## src/rtl/mafm_pkg.sv

```systemverilog
// mafm_pkg: shared constants, types and codes for the multichannel average fault monitor
// no dependencies; imported by every other file of the block except mafm_ram
package mafm_pkg;

    localparam int CHANNELS     = 4;
    localparam int CH_BITS      = 2;
    localparam int SAMPLE_BITS  = 20;
    localparam int LIMIT_BITS   = 20;
    localparam int MAX_WINDOW   = 8;
    localparam int WIN_BITS     = 4;

    localparam int POS_BITS     = (MAX_WINDOW > 1) ? $clog2(MAX_WINDOW) : 1;
    localparam int FILL_BITS    = $clog2(MAX_WINDOW + 1);
    localparam int TOTAL_BITS   = SAMPLE_BITS + POS_BITS;
    localparam int CMP_BITS     = ((SAMPLE_BITS > LIMIT_BITS) ? SAMPLE_BITS : LIMIT_BITS) + 2;

    // long division, DIV_STEP quotient bits per cycle
    localparam int DIV_STEP     = 8;
    localparam int DIV_CYCLES   = (TOTAL_BITS + DIV_STEP - 1) / DIV_STEP;
    localparam int DIV_BITS     = DIV_CYCLES * DIV_STEP;
    localparam int DIV_CNT_BITS = (DIV_CYCLES > 1) ? $clog2(DIV_CYCLES) : 1;

    localparam int RAM_ADDR_BITS = CH_BITS + POS_BITS;
    localparam int RAM_DEPTH     = 1 << RAM_ADDR_BITS;

    localparam int CFG_INDEX_BITS = 3;
    localparam int CFG_DATA_BITS  = 3 * LIMIT_BITS;

    localparam logic [CFG_INDEX_BITS-1:0] REG_WINDOW      = 3'd0;
    localparam logic [CFG_INDEX_BITS-1:0] REG_LIMITS_BASE = 3'd1;

    localparam logic [WIN_BITS-1:0] WINDOW_RESET = 4'd8;

    typedef enum logic [1:0] {
        FAULT_NONE      = 2'd0,
        FAULT_OVER_MAX  = 2'd1,
        FAULT_UNDER_MIN = 2'd2,
        FAULT_HIGH_RATE = 2'd3
    } fault_t;

    typedef enum logic [1:0] {
        ST_IDLE,
        ST_UPDATE,
        ST_DIV,
        ST_FINISH
    } state_t;

    // controller to datapath commands
    typedef struct packed {
        logic load;
        logic update;
        logic div_step;
        logic finish;
    } cmd_t;

endpackage

```

## src/rtl/mafm_if.sv

```systemverilog
// mafm_in_if / mafm_out_if: valid-ready channels for samples and results
// depends on mafm_pkg
interface mafm_in_if;
    import mafm_pkg::*;

    logic                          valid;
    logic                          ready;
    logic [CH_BITS-1:0]            channel_index;
    logic signed [SAMPLE_BITS-1:0] sample_value;

    modport source (output valid, output channel_index, output sample_value, input ready);
    modport sink   (input valid, input channel_index, input sample_value, output ready);
endinterface

interface mafm_out_if;
    import mafm_pkg::*;

    logic                          valid;
    logic                          ready;
    logic [CH_BITS-1:0]            result_channel;
    logic signed [SAMPLE_BITS-1:0] averaged_value;
    logic [1:0]                    fault_code;

    modport source (output valid, output result_channel, output averaged_value,
                    output fault_code, input ready);
    modport sink   (input valid, input result_channel, input averaged_value,
                    input fault_code, output ready);
endinterface

```

## src/rtl/mafm_ram.sv

```systemverilog
// mafm_ram: generic single write port, single read port ram with registered read
// no dependencies
module mafm_ram #(
    parameter int WIDTH = 8,
    parameter int DEPTH = 16
) (
    input  logic                     clk,
    input  logic                     we,
    input  logic [$clog2(DEPTH)-1:0] waddr,
    input  logic [WIDTH-1:0]         wdata,
    input  logic                     re,
    input  logic [$clog2(DEPTH)-1:0] raddr,
    output logic [WIDTH-1:0]         rdata
);

    logic [WIDTH-1:0] mem_reg [DEPTH];
    logic [WIDTH-1:0] rdata_reg;

    always_ff @(posedge clk)
    begin
        if (we)
        begin
            mem_reg[waddr] <= wdata;
        end
        if (re)
        begin
            rdata_reg <= mem_reg[raddr];
        end
    end

    assign rdata = rdata_reg;

endmodule

```

## src/rtl/mafm_ctrl.sv

```systemverilog
// mafm_ctrl: sequencing state machine and result valid flag
// depends on mafm_pkg
module mafm_ctrl (
    input  logic           clk,
    input  logic           rst_n,
    input  logic           in_valid,
    output logic           in_ready,
    output logic           out_valid,
    input  logic           out_ready,
    output mafm_pkg::cmd_t cmd
);
    import mafm_pkg::*;

    state_t                  state_reg, state_next;
    logic [DIV_CNT_BITS-1:0] div_cnt_reg, div_cnt_next;
    logic                    out_valid_reg, out_valid_next;
    logic                    out_free;

    always_ff @(posedge clk or negedge rst_n)
    begin
        if (!rst_n)
        begin
            state_reg     <= ST_IDLE;
            div_cnt_reg   <= '0;
            out_valid_reg <= 1'b0;
        end
        else
        begin
            state_reg     <= state_next;
            div_cnt_reg   <= div_cnt_next;
            out_valid_reg <= out_valid_next;
        end
    end

    assign out_free = !out_valid_reg || out_ready;

    always_comb
    begin
        state_next   = state_reg;
        div_cnt_next = div_cnt_reg;
        cmd          = '0;
        in_ready     = 1'b0;
        unique case (state_reg)
            ST_IDLE:
            begin
                in_ready = 1'b1;
                if (in_valid)
                begin
                    cmd.load   = 1'b1;
                    state_next = ST_UPDATE;
                end
            end
            ST_UPDATE:
            begin
                cmd.update   = 1'b1;
                div_cnt_next = '0;
                state_next   = ST_DIV;
            end
            ST_DIV:
            begin
                cmd.div_step = 1'b1;
                if (div_cnt_reg == DIV_CNT_BITS'(DIV_CYCLES - 1))
                begin
                    state_next = ST_FINISH;
                end
                else
                begin
                    div_cnt_next = div_cnt_reg + 1'b1;
                end
            end
            ST_FINISH:
            begin
                // hold until the result register can take the new transaction
                if (out_free)
                begin
                    cmd.finish = 1'b1;
                    state_next = ST_IDLE;
                end
            end
            default:
            begin
                state_next = ST_IDLE;
            end
        endcase

        if (cmd.finish)
        begin
            out_valid_next = 1'b1;
        end
        else if (out_ready)
        begin
            out_valid_next = 1'b0;
        end
        else
        begin
            out_valid_next = out_valid_reg;
        end
    end

    assign out_valid = out_valid_reg;

endmodule

```

## src/rtl/mafm_datapath.sv

```systemverilog
// mafm_datapath: config registers, per-channel history, sample ring, divider and classifier
// depends on mafm_pkg and mafm_ram
module mafm_datapath (
    input  logic                                    clk,
    input  logic                                    rst_n,
    input  mafm_pkg::cmd_t                          cmd,
    input  logic [mafm_pkg::CH_BITS-1:0]            channel_index,
    input  logic signed [mafm_pkg::SAMPLE_BITS-1:0] sample_value,
    input  logic                                    cfg_we,
    input  logic [mafm_pkg::CFG_INDEX_BITS-1:0]     cfg_index,
    input  logic [mafm_pkg::CFG_DATA_BITS-1:0]      cfg_data,
    output logic [mafm_pkg::CH_BITS-1:0]            result_channel,
    output logic signed [mafm_pkg::SAMPLE_BITS-1:0] averaged_value,
    output mafm_pkg::fault_t                        fault_code
);
    import mafm_pkg::*;

    // configuration
    logic [WIN_BITS-1:0]      win_reg, win_next;
    logic [CFG_DATA_BITS-1:0] lim_reg [CHANNELS];
    logic [CFG_DATA_BITS-1:0] lim_next [CHANNELS];

    // per-channel history
    logic [POS_BITS-1:0]          wp_reg [CHANNELS];
    logic [POS_BITS-1:0]          wp_next [CHANNELS];
    logic [FILL_BITS-1:0]         fill_reg [CHANNELS];
    logic [FILL_BITS-1:0]         fill_next [CHANNELS];
    logic signed [TOTAL_BITS-1:0] total_reg [CHANNELS];
    logic signed [TOTAL_BITS-1:0] total_next [CHANNELS];
    logic signed [SAMPLE_BITS-1:0] prev_reg [CHANNELS];
    logic signed [SAMPLE_BITS-1:0] prev_next [CHANNELS];
    logic [CHANNELS-1:0]          seen_reg, seen_next;

    // transaction in flight
    logic [CH_BITS-1:0]            ch_reg;
    logic signed [SAMPLE_BITS-1:0] sample_reg;
    logic                          neg_reg;
    logic [FILL_BITS-1:0]          divisor_reg;
    logic [FILL_BITS-1:0]          rem_reg, rem_next;
    logic [DIV_BITS-1:0]           quo_reg, quo_next;

    // result register
    logic [CH_BITS-1:0]            res_ch_reg;
    logic signed [SAMPLE_BITS-1:0] avg_reg;
    fault_t                        fault_reg;

    logic [FILL_BITS-1:0]          win_eff;
    logic [SAMPLE_BITS-1:0]        ram_rdata;
    logic [POS_BITS-1:0]           cur_wp;
    logic [FILL_BITS-1:0]          cur_fill;
    logic                          full;
    logic signed [SAMPLE_BITS-1:0] old_sample;
    logic signed [TOTAL_BITS-1:0]  total_upd;
    logic [POS_BITS:0]             wp_inc;
    logic [POS_BITS-1:0]           wp_upd;
    logic [FILL_BITS-1:0]          fill_upd;
    logic [TOTAL_BITS-1:0]         total_mag;

    logic [FILL_BITS:0]            trial;
    logic [FILL_BITS-1:0]          rem_w;
    logic [DIV_BITS-1:0]           quo_w;

    logic [SAMPLE_BITS-1:0]        quo_low;
    logic signed [SAMPLE_BITS-1:0] mean;
    logic signed [CMP_BITS-1:0]    mean_x, prev_x, lo_x, hi_x, rate_x, diff_x, abs_x;
    logic [CFG_DATA_BITS-1:0]      cur_lim;
    fault_t                        code;

    always_comb
    begin
        if (win_reg == '0)
        begin
            win_eff = FILL_BITS'(1);
        end
        else if (32'(win_reg) > MAX_WINDOW)
        begin
            win_eff = FILL_BITS'(MAX_WINDOW);
        end
        else
        begin
            win_eff = FILL_BITS'(win_reg);
        end
    end

    mafm_ram #(
        .WIDTH (SAMPLE_BITS),
        .DEPTH (RAM_DEPTH)
    ) u_ring (
        .clk   (clk),
        .we    (cmd.update),
        .waddr ({ch_reg, cur_wp}),
        .wdata (sample_reg),
        .re    (cmd.load),
        .raddr ({channel_index, wp_reg[channel_index]}),
        .rdata (ram_rdata)
    );

    // ring and running total update
    always_comb
    begin
        cur_wp     = wp_reg[ch_reg];
        cur_fill   = fill_reg[ch_reg];
        full       = (cur_fill >= win_eff);
        old_sample = full ? signed'(ram_rdata) : '0;
        total_upd  = total_reg[ch_reg] - TOTAL_BITS'(old_sample) + TOTAL_BITS'(sample_reg);
        wp_inc     = {1'b0, cur_wp} + 1'b1;
        wp_upd     = (wp_inc == (POS_BITS + 1)'(win_eff)) ? '0 : wp_inc[POS_BITS-1:0];
        fill_upd   = full ? cur_fill : cur_fill + 1'b1;
        total_mag  = total_upd[TOTAL_BITS-1] ? TOTAL_BITS'(-total_upd) : TOTAL_BITS'(total_upd);
    end

    // restoring division, DIV_STEP quotient bits per pass
    always_comb
    begin
        rem_w = rem_reg;
        quo_w = quo_reg;
        trial = '0;
        for (int i = 0; i < DIV_STEP; i++)
        begin
            trial = {rem_w, quo_w[DIV_BITS-1]};
            quo_w = {quo_w[DIV_BITS-2:0], 1'b0};
            if (trial >= {1'b0, divisor_reg})
            begin
                trial    = trial - {1'b0, divisor_reg};
                quo_w[0] = 1'b1;
            end
            rem_w = trial[FILL_BITS-1:0];
        end

        if (cmd.update)
        begin
            rem_next = '0;
            quo_next = DIV_BITS'(total_mag);
        end
        else if (cmd.div_step)
        begin
            rem_next = rem_w;
            quo_next = quo_w;
        end
        else
        begin
            rem_next = rem_reg;
            quo_next = quo_reg;
        end
    end

    // mean sign and fault classification
    always_comb
    begin
        quo_low = quo_reg[SAMPLE_BITS-1:0];
        mean    = neg_reg ? signed'(-quo_low) : signed'(quo_low);
        cur_lim = lim_reg[ch_reg];
        mean_x  = CMP_BITS'(mean);
        prev_x  = CMP_BITS'(prev_reg[ch_reg]);
        lo_x    = CMP_BITS'(signed'(cur_lim[LIMIT_BITS-1:0]));
        hi_x    = CMP_BITS'(signed'(cur_lim[2*LIMIT_BITS-1:LIMIT_BITS]));
        rate_x  = CMP_BITS'(signed'(cur_lim[3*LIMIT_BITS-1:2*LIMIT_BITS]));
        diff_x  = mean_x - prev_x;
        abs_x   = diff_x[CMP_BITS-1] ? -diff_x : diff_x;

        if (!seen_reg[ch_reg])
        begin
            code = FAULT_NONE;
        end
        else if (mean_x > hi_x)
        begin
            code = FAULT_OVER_MAX;
        end
        else if (mean_x < lo_x)
        begin
            code = FAULT_UNDER_MIN;
        end
        else if (abs_x > rate_x)
        begin
            code = FAULT_HIGH_RATE;
        end
        else
        begin
            code = FAULT_NONE;
        end
    end

    // next state of configuration and channel history
    always_comb
    begin
        win_next   = win_reg;
        lim_next   = lim_reg;
        wp_next    = wp_reg;
        fill_next  = fill_reg;
        total_next = total_reg;
        prev_next  = prev_reg;
        seen_next  = seen_reg;

        if (cmd.update)
        begin
            wp_next[ch_reg]    = wp_upd;
            fill_next[ch_reg]  = fill_upd;
            total_next[ch_reg] = total_upd;
        end
        if (cmd.finish)
        begin
            prev_next[ch_reg] = mean;
            seen_next[ch_reg] = 1'b1;
        end

        if (cfg_we)
        begin
            case (cfg_index)
                REG_WINDOW:
                begin
                    // new window length drops every channel history
                    win_next = cfg_data[WIN_BITS-1:0];
                    for (int c = 0; c < CHANNELS; c++)
                    begin
                        wp_next[c]    = '0;
                        fill_next[c]  = '0;
                        total_next[c] = '0;
                        prev_next[c]  = '0;
                    end
                    seen_next = '0;
                end
                default:
                begin
                    if (cfg_index >= REG_LIMITS_BASE &&
                        32'(cfg_index - REG_LIMITS_BASE) < CHANNELS)
                    begin
                        lim_next[CH_BITS'(cfg_index - REG_LIMITS_BASE)] = cfg_data;
                    end
                end
            endcase
        end
    end

    always_ff @(posedge clk or negedge rst_n)
    begin
        if (!rst_n)
        begin
            win_reg  <= WINDOW_RESET;
            seen_reg <= '0;
            for (int c = 0; c < CHANNELS; c++)
            begin
                lim_reg[c]   <= '0;
                wp_reg[c]    <= '0;
                fill_reg[c]  <= '0;
                total_reg[c] <= '0;
                prev_reg[c]  <= '0;
            end
        end
        else
        begin
            win_reg   <= win_next;
            lim_reg   <= lim_next;
            wp_reg    <= wp_next;
            fill_reg  <= fill_next;
            total_reg <= total_next;
            prev_reg  <= prev_next;
            seen_reg  <= seen_next;
        end
    end

    always_ff @(posedge clk)
    begin
        if (cmd.load)
        begin
            ch_reg     <= channel_index;
            sample_reg <= sample_value;
        end
        if (cmd.update)
        begin
            neg_reg     <= total_upd[TOTAL_BITS-1];
            divisor_reg <= fill_upd;
        end
        rem_reg <= rem_next;
        quo_reg <= quo_next;
        if (cmd.finish)
        begin
            res_ch_reg <= ch_reg;
            avg_reg    <= mean;
            fault_reg  <= code;
        end
    end

    assign result_channel = res_ch_reg;
    assign averaged_value = avg_reg;
    assign fault_code     = fault_reg;

endmodule

```

## src/rtl/multichannel_average_fault_monitor.sv

```systemverilog
// Multichannel moving-average fault monitor. Each sample transaction carries a channel
// (0..3) and a signed Q12.8 reading; the block keeps the last window_length readings of
// each channel in a ring memory and returns their mean (truncated toward zero) with a
// fault code: over max, else under min, else high rate of change against the channel's
// previous mean, else none; a channel's first sample after reset or after a window write
// never flags. Each sample passes through accept and ring read, ring write and running total
// update, three divider passes of 8 quotient bits each, then classification into the result
// register. Samples are taken one at a time: a new one is accepted only after the previous
// one has been classified. A finished result waits in the output register while the next
// sample is worked on. Writing register 0 (window_length) clears all channel histories at
// once; registers 1..4 hold the packed min, max and rate limits per channel. The user must
// write configuration only while no sample is in flight; the block does not enforce this.
module multichannel_average_fault_monitor (
    input  logic                                clk,
    input  logic                                rst_n,
    input  logic                                cfg_we,
    input  logic [mafm_pkg::CFG_INDEX_BITS-1:0] cfg_index,
    input  logic [mafm_pkg::CFG_DATA_BITS-1:0]  cfg_data,
    mafm_in_if.sink                             samples,
    mafm_out_if.source                          results
);
    import mafm_pkg::*;

    cmd_t   cmd;
    fault_t fault_code;

    mafm_ctrl u_ctrl (
        .clk       (clk),
        .rst_n     (rst_n),
        .in_valid  (samples.valid),
        .in_ready  (samples.ready),
        .out_valid (results.valid),
        .out_ready (results.ready),
        .cmd       (cmd)
    );

    mafm_datapath u_datapath (
        .clk            (clk),
        .rst_n          (rst_n),
        .cmd            (cmd),
        .channel_index  (samples.channel_index),
        .sample_value   (samples.sample_value),
        .cfg_we         (cfg_we),
        .cfg_index      (cfg_index),
        .cfg_data       (cfg_data),
        .result_channel (results.result_channel),
        .averaged_value (results.averaged_value),
        .fault_code     (fault_code)
    );

    assign results.fault_code = fault_code;

`ifndef SYNTHESIS
    // ring update always follows the accept of the same transaction
    assert property (@(posedge clk) disable iff (!rst_n)
        cmd.update |-> $past(cmd.load))
        else $error("ring update without a preceding accept");

    // a held result is never overwritten
    assert property (@(posedge clk) disable iff (!rst_n)
        cmd.finish |-> (!results.valid || results.ready))
        else $error("result register overwritten while still held");

    assert property (@(posedge clk) disable iff (!rst_n)
        cmd.finish |=> results.valid)
        else $error("finished transaction not presented");

    // one sample in flight at a time
    assert property (@(posedge clk) disable iff (!rst_n)
        (samples.valid && samples.ready) |=> !samples.ready)
        else $error("second sample taken while one is in flight");
`endif

endmodule

```

## src/flat_wrapper.sv

```systemverilog
// flat-port wrapper written by rule: the top's interface ports become plain ports
module multichannel_average_fault_monitor_flat import mafm_pkg::*;
  (clk, rst_n, cfg_we, cfg_index, cfg_data, samples_valid, samples_channel_index, samples_sample_value, samples_ready, results_valid, results_result_channel, results_averaged_value, results_fault_code, results_ready);
  mafm_in_if samples_i ();
  mafm_out_if results_i ();
  input  logic clk;
  input  logic rst_n;
  input  logic cfg_we;
  input  logic [mafm_pkg::CFG_INDEX_BITS-1:0] cfg_index;
  input  logic [mafm_pkg::CFG_DATA_BITS-1:0] cfg_data;
  input wire logic [$bits(samples_i.valid)-1:0] samples_valid;
  input wire logic [$bits(samples_i.channel_index)-1:0] samples_channel_index;
  input wire logic [$bits(samples_i.sample_value)-1:0] samples_sample_value;
  output wire logic [$bits(samples_i.ready)-1:0] samples_ready;
  output wire logic [$bits(results_i.valid)-1:0] results_valid;
  output wire logic [$bits(results_i.result_channel)-1:0] results_result_channel;
  output wire logic [$bits(results_i.averaged_value)-1:0] results_averaged_value;
  output wire logic [$bits(results_i.fault_code)-1:0] results_fault_code;
  input wire logic [$bits(results_i.ready)-1:0] results_ready;
  assign samples_i.valid = samples_valid;
  assign samples_i.channel_index = samples_channel_index;
  assign samples_i.sample_value = samples_sample_value;
  assign samples_ready = samples_i.ready;
  assign results_valid = results_i.valid;
  assign results_result_channel = results_i.result_channel;
  assign results_averaged_value = results_i.averaged_value;
  assign results_fault_code = results_i.fault_code;
  assign results_i.ready = results_ready;
  multichannel_average_fault_monitor u_core (.clk(clk), .rst_n(rst_n), .cfg_we(cfg_we), .cfg_index(cfg_index), .cfg_data(cfg_data), .samples(samples_i), .results(results_i));
endmodule
```

## config.mk

```make
export PLATFORM = sky130hd
export DESIGN_NAME = multichannel_average_fault_monitor_flat
export DESIGN_NICKNAME = d
export VERILOG_FILES = /design/src/rtl/mafm_pkg.sv /design/src/rtl/mafm_if.sv /design/src/rtl/mafm_ram.sv /design/src/rtl/mafm_ctrl.sv /design/src/rtl/mafm_datapath.sv /design/src/rtl/multichannel_average_fault_monitor.sv /design/src/flat_wrapper.sv
export SDC_FILE = /design/constraint.sdc
export NUM_CORES = 2
export LEC_CHECK = 0
export BUFFER_PORTS_ARGS = -buffer_cell sky130_fd_sc_hd__buf_2
export CAP_MARGIN = 20
export CORE_MARGIN = 2
export CORE_UTILIZATION = 35
export CTS_CLUSTER_DIAMETER = 200
export CTS_CLUSTER_SIZE = 16
export DETAILED_ROUTE_END_ITERATION = 12
export GPL_TIMING_DRIVEN = 0
export MAX_ROUTING_LAYER = met4
export PLACE_DENSITY = 0.6
export REMOVE_ABC_BUFFERS = 1
export SYNTH_ARGS = -nofsm -noshare
export SYNTH_HDL_FRONTEND = slang
export SYNTH_HIERARCHICAL = 1
export SYNTH_SLANG_ARGS = --single-unit
```

## constraint.sdc

```tcl
create_clock -name clk -period 16 [get_ports clk]
set_input_delay 0.8 -clock clk [delete_from_list [all_inputs] [get_ports clk]]
set_output_delay 0.8 -clock clk [all_outputs]
set_load 0.05 [all_outputs]
```

==> Implementation_results.wiki <==
{| class="wikitable"
! Metric !! Value
|-
| Number of synthesized register bits || 1192
|-
| Tot GR Track Use || 16.9%
|-
| Slowest cell delay on critical path || 0.76 ns
|-
| Most used cells in the layout excluding fill and tap cells || 734 x sky130_fd_sc_hd__edfxtp_1, 452 x sky130_fd_sc_hd__dfrtp_1, 346 x sky130_fd_sc_hd__mux2i_1, 276 x sky130_fd_sc_hd__nand2_1, 250 x sky130_fd_sc_hd__mux2_2
|-
| TritonCTS clock tree || done
|-
| Vias in the first global route || 33039
|-
| Number of synthesized flops with an enable pin || about 730
|-
| Post-DP HPWL || 87100 microns
|-
| I/O pin total || 116
|-
| Max clock buf depth || 3
|-
| Buffers inserted during post-CTS setup optimization || 0
|-
| First drt pass iteration count || 5
|-
| Highest clock rate || 71.9 MHz
|-
| Max FFs per register || 640
|-
| Worst path required time || 16.45 ns
|-
| Standard cell core area || 159000 sq um
|-
| Fillers || 14665
|-
| Final layout net count || 4457
|-
| DIE AREA || 163000 sq um
|-
| Total clock sinks || ~1200
|-
| Clk slew on worst S/H paths || 0.09 ns
|-
| Final max-slew violation count || 0
|-
| Async set-reset flop share out of synthesis || a little under two fifths
|-
| Gate count of the mapped netlist || 4112
|-
| Cell repeated most along the worst path || sky130_fd_sc_hd__ha_1
|-
| Synth Warn # || 6
|-
| Antenna violations before repair || 6
|-
| Clock latency on the worst-skew pair || ~0.73 ns
|-
| Count of routing violations after the opening detailed-route iteration || 2987
|-
| Top FF cell, synth || sky130_fd_sc_hd__edfxtp_1
|-
| Type of origin of the critical path || register
|-
| Cell area after synthesis || around 56000 sq um
|-
| Number of hold-slack violations in the final timing report || 0
|-
| DRT Wirelength || 136000 microns
|-
| Per-cell via count in the routed design || 5.28
|-
| Slack of the worst reg-to-reg path || 2.09 ns
|-
| Final weighted congestion in routability-driven placement || 0.814
|-
| Commonest non-fill, non-tap cell in the layout || sky130_fd_sc_hd__edfxtp_1
|-
| Horiz. Die Dim || 404 microns
|-
| Path type of the worst min-delay path || primary input to register
|-
| Average footprint of a synthesized cell || 13.6 sq um
|-
| Portion of the post-synthesis area used by sequential elements || 59.9%
|-
| Number of buffer cells added on primary ports || 115
|-
| Vias after detailed routing || 33283
|-
| Unrepaired setup endpoints after global routing || no
|-
| Post-route cell area || 62800 sq um
|-
| Category of the worst setup path capture point || register
|-
| Arrival time of the worst setup path || 14.36 ns
|-
| Clock Tree Root || sky130_fd_sc_hd__clkbuf_16
|-
| Post-route ant nets || 0
|-
| Most area-consuming cells after synthesis || sky130_fd_sc_hd__edfxtp_1 39%, sky130_fd_sc_hd__dfrtp_1 20%, sky130_fd_sc_hd__mux2i_1 6.2%
|-
| Run status || complete, no violations
|-
| Number of unique standard cell types used by synthesis || 95
|-
| Count of max-cap constraint violations || 0
|-
| Slowest stage cell on the critical path || sky130_fd_sc_hd__edfxtp_1
|-
| Number of setup violations in the final report || 0
|-
| Share of cells above drive strength 1 || 17.9%
|-
| Total congestion overflow after global routing || 0
|-
| Cell taking the most area after synthesis || sky130_fd_sc_hd__edfxtp_1
|-
| Maximum level of the CTS H-tree || 3
|-
| Mean routed wirelength per cell || roughly 22 microns
|-
| Hold-fix buffers, CTS || 1
|-
| Largest net degree at the start of global routing || 116
|-
| Layout Skew || 0.0730 ns
|-
| Startpoint-to-endpoint class of the critical path || register to register
|-
| Slew at the pin with the worst max-slew slack || 1.14 ns
|-
| Final min period || 13.91 ns
|-
| DRC || 0
|-
| Standard cell area after detailed placement || approximately 60000 sq um
|-
| Area added between synthesis and finish || 12.3%
|-
| Vertical extent of the die || 404 microns
|-
| Initial cell density of the core || 35.3%
|-
| Ratio of final minimum period to clock period || 87.0%
|-
| Number of clock buffers inserted by TritonCTS || 85
|-
| CP max FO || 10
|-
| Cts repair resizes || 0
|-
| Row cnt || 146
|-
| Area share of the leading cell type in the synthesized netlist || 39.4%
|-
| Wire length of the first global-routing pass || 207000 microns
|-
| Relative slew margins || a little under a quarter
|}
## cells by family after synthesis
| logic type | after synthesis | synth area share (%) |
|---|---|---|
| mux | 713 | 15.9 |
| fa+ha+maj | 183 | 4.51 |
| xor+xnor | 113 | 1.77 |
| buf+inv | 445 | 3.58 |
| compound gates | 640 | 7.70 |
| other cells | 1 | 0.00671 |
| flops | 1192 | 59.9 |
| simple gates | 825 | 6.66 |
## synth_stat cells (9+ instances only)
cell / instances
sky130_fd_sc_hd__xor2_1: 41
sky130_fd_sc_hd__or3_1: 9
sky130_fd_sc_hd__nand2b_1: 30
sky130_fd_sc_hd__a31oi_1: 28
sky130_fd_sc_hd__nor2b_1: 38
sky130_fd_sc_hd__a211oi_1: 86
sky130_fd_sc_hd__edfxtp_1: 734
sky130_fd_sc_hd__dfrtp_1: 452
sky130_fd_sc_hd__buf_4: 16
sky130_fd_sc_hd__mux2_2: 250
sky130_fd_sc_hd__o31ai_1: 11
sky130_fd_sc_hd__nor2_1: 270
sky130_fd_sc_hd__nor3_1: 41
sky130_fd_sc_hd__mux2i_1: 346
sky130_fd_sc_hd__buf_1: 38
sky130_fd_sc_hd__xnor2_1: 72
sky130_fd_sc_hd__a22oi_1: 80
sky130_fd_sc_hd__o21ai_0: 50
sky130_fd_sc_hd__inv_1: 226
sky130_fd_sc_hd__a21o_1: 40
sky130_fd_sc_hd__clkbuf_1: 119
sky130_fd_sc_hd__o21a_1: 16
sky130_fd_sc_hd__buf_2: 22
sky130_fd_sc_hd__a21oi_1: 224
sky130_fd_sc_hd__nand2_1: 276
sky130_fd_sc_hd__fa_1: 31
sky130_fd_sc_hd__ha_1: 152
sky130_fd_sc_hd__nand3_1: 65
sky130_fd_sc_hd__mux4_2: 114
sky130_fd_sc_hd__a22o_1: 42
sky130_fd_sc_hd__nand4_1: 37
## path summary, 6_finish.rpt
| kind | from | end | cells after the start |
|---|---|---|---|
| min reg2reg | u_core/u_ctrl/div_cnt_reg[0] | u_core/u_ctrl/div_cnt_reg[0] | 1 |
| min | samples_sample_value[6] | u_core/u_datapath/sample_reg[6] | 1 |
| max reg2reg | u_core/u_datapath/divisor_reg[1] | u_core/u_datapath/quo_reg[0] | 63 |
| max in group asynchronous | rst_n | u_core/u_datapath/lim_reg[154] | 4 |
| min in group asynchronous | rst_n | u_core/u_ctrl/state_reg[1] | 2 |
| max | u_core/u_datapath/divisor_reg[1] | u_core/u_datapath/quo_reg[0] | 63 |
## metal layers
metal / up-vias / wire length (microns) / global-route usage [%]
met5: - / 0 / -
met4: 0 / 2340 / 3.77
met3: 158 / 6460 / 2.32
met2: 733 / 65200 / 27.2
met1: 17100 / 61700 / 23.0
li1: 15292 / - / -
## per-stage QoR
step / TNS, ns / setup WS (ns) / cells / hold slack (ns) / utilization, %
6_report: 0 / 2.09 / 6300 / 0.238 / 39.6
5_1_grt: 0 / 0.810 / 6299 / 0.205 / 39.6
4_1_cts: 0 / 2.04 / 6286 / 0.174 / 39.4
3_5_place_dp: 0 / 2.07 / 6156 / 0.476 / 37.9
3_3_place_gp: -11.56 / -0.823 / 6082 / 0.465 / 36.5
2_1_floorplan: 0 / 4.15 / 3895 / 0.445 / -
## cell type report
class / instances / area (sq um) / area share [%]
diodes: 2 / 5.00 / 0.00797
flip-flops and latches: 1192 / 33500 / 53.3
repair buffers: 202 / 2610 / 4.15
inverters: 228 / 856 / 1.36
clock buffers: 119 / 2250 / 3.59
multi-input cells: 2475 / 20800 / 33.1
clock inverters: 10 / 220 / 0.351
well taps: 2072 / 2590 / 4.13
## worst max-delay path, delay by kind of cell, from the launching register on
kind | cells | cell delay (ns)
multiplexers | 3 | 0.86
adder cells (fa/ha/maj) | 8 | 2.42
flip-flops | 1 | 0.76
AND/OR/NAND/NOR | 19 | 2.72
AO/OA/AOI/OAI | 29 | 6.16
buffers and inverters | 4 | 0.75
Power is not shown: default switching activity piles up to over one toggle a cycle in this logic, so the estimate is an artifact.
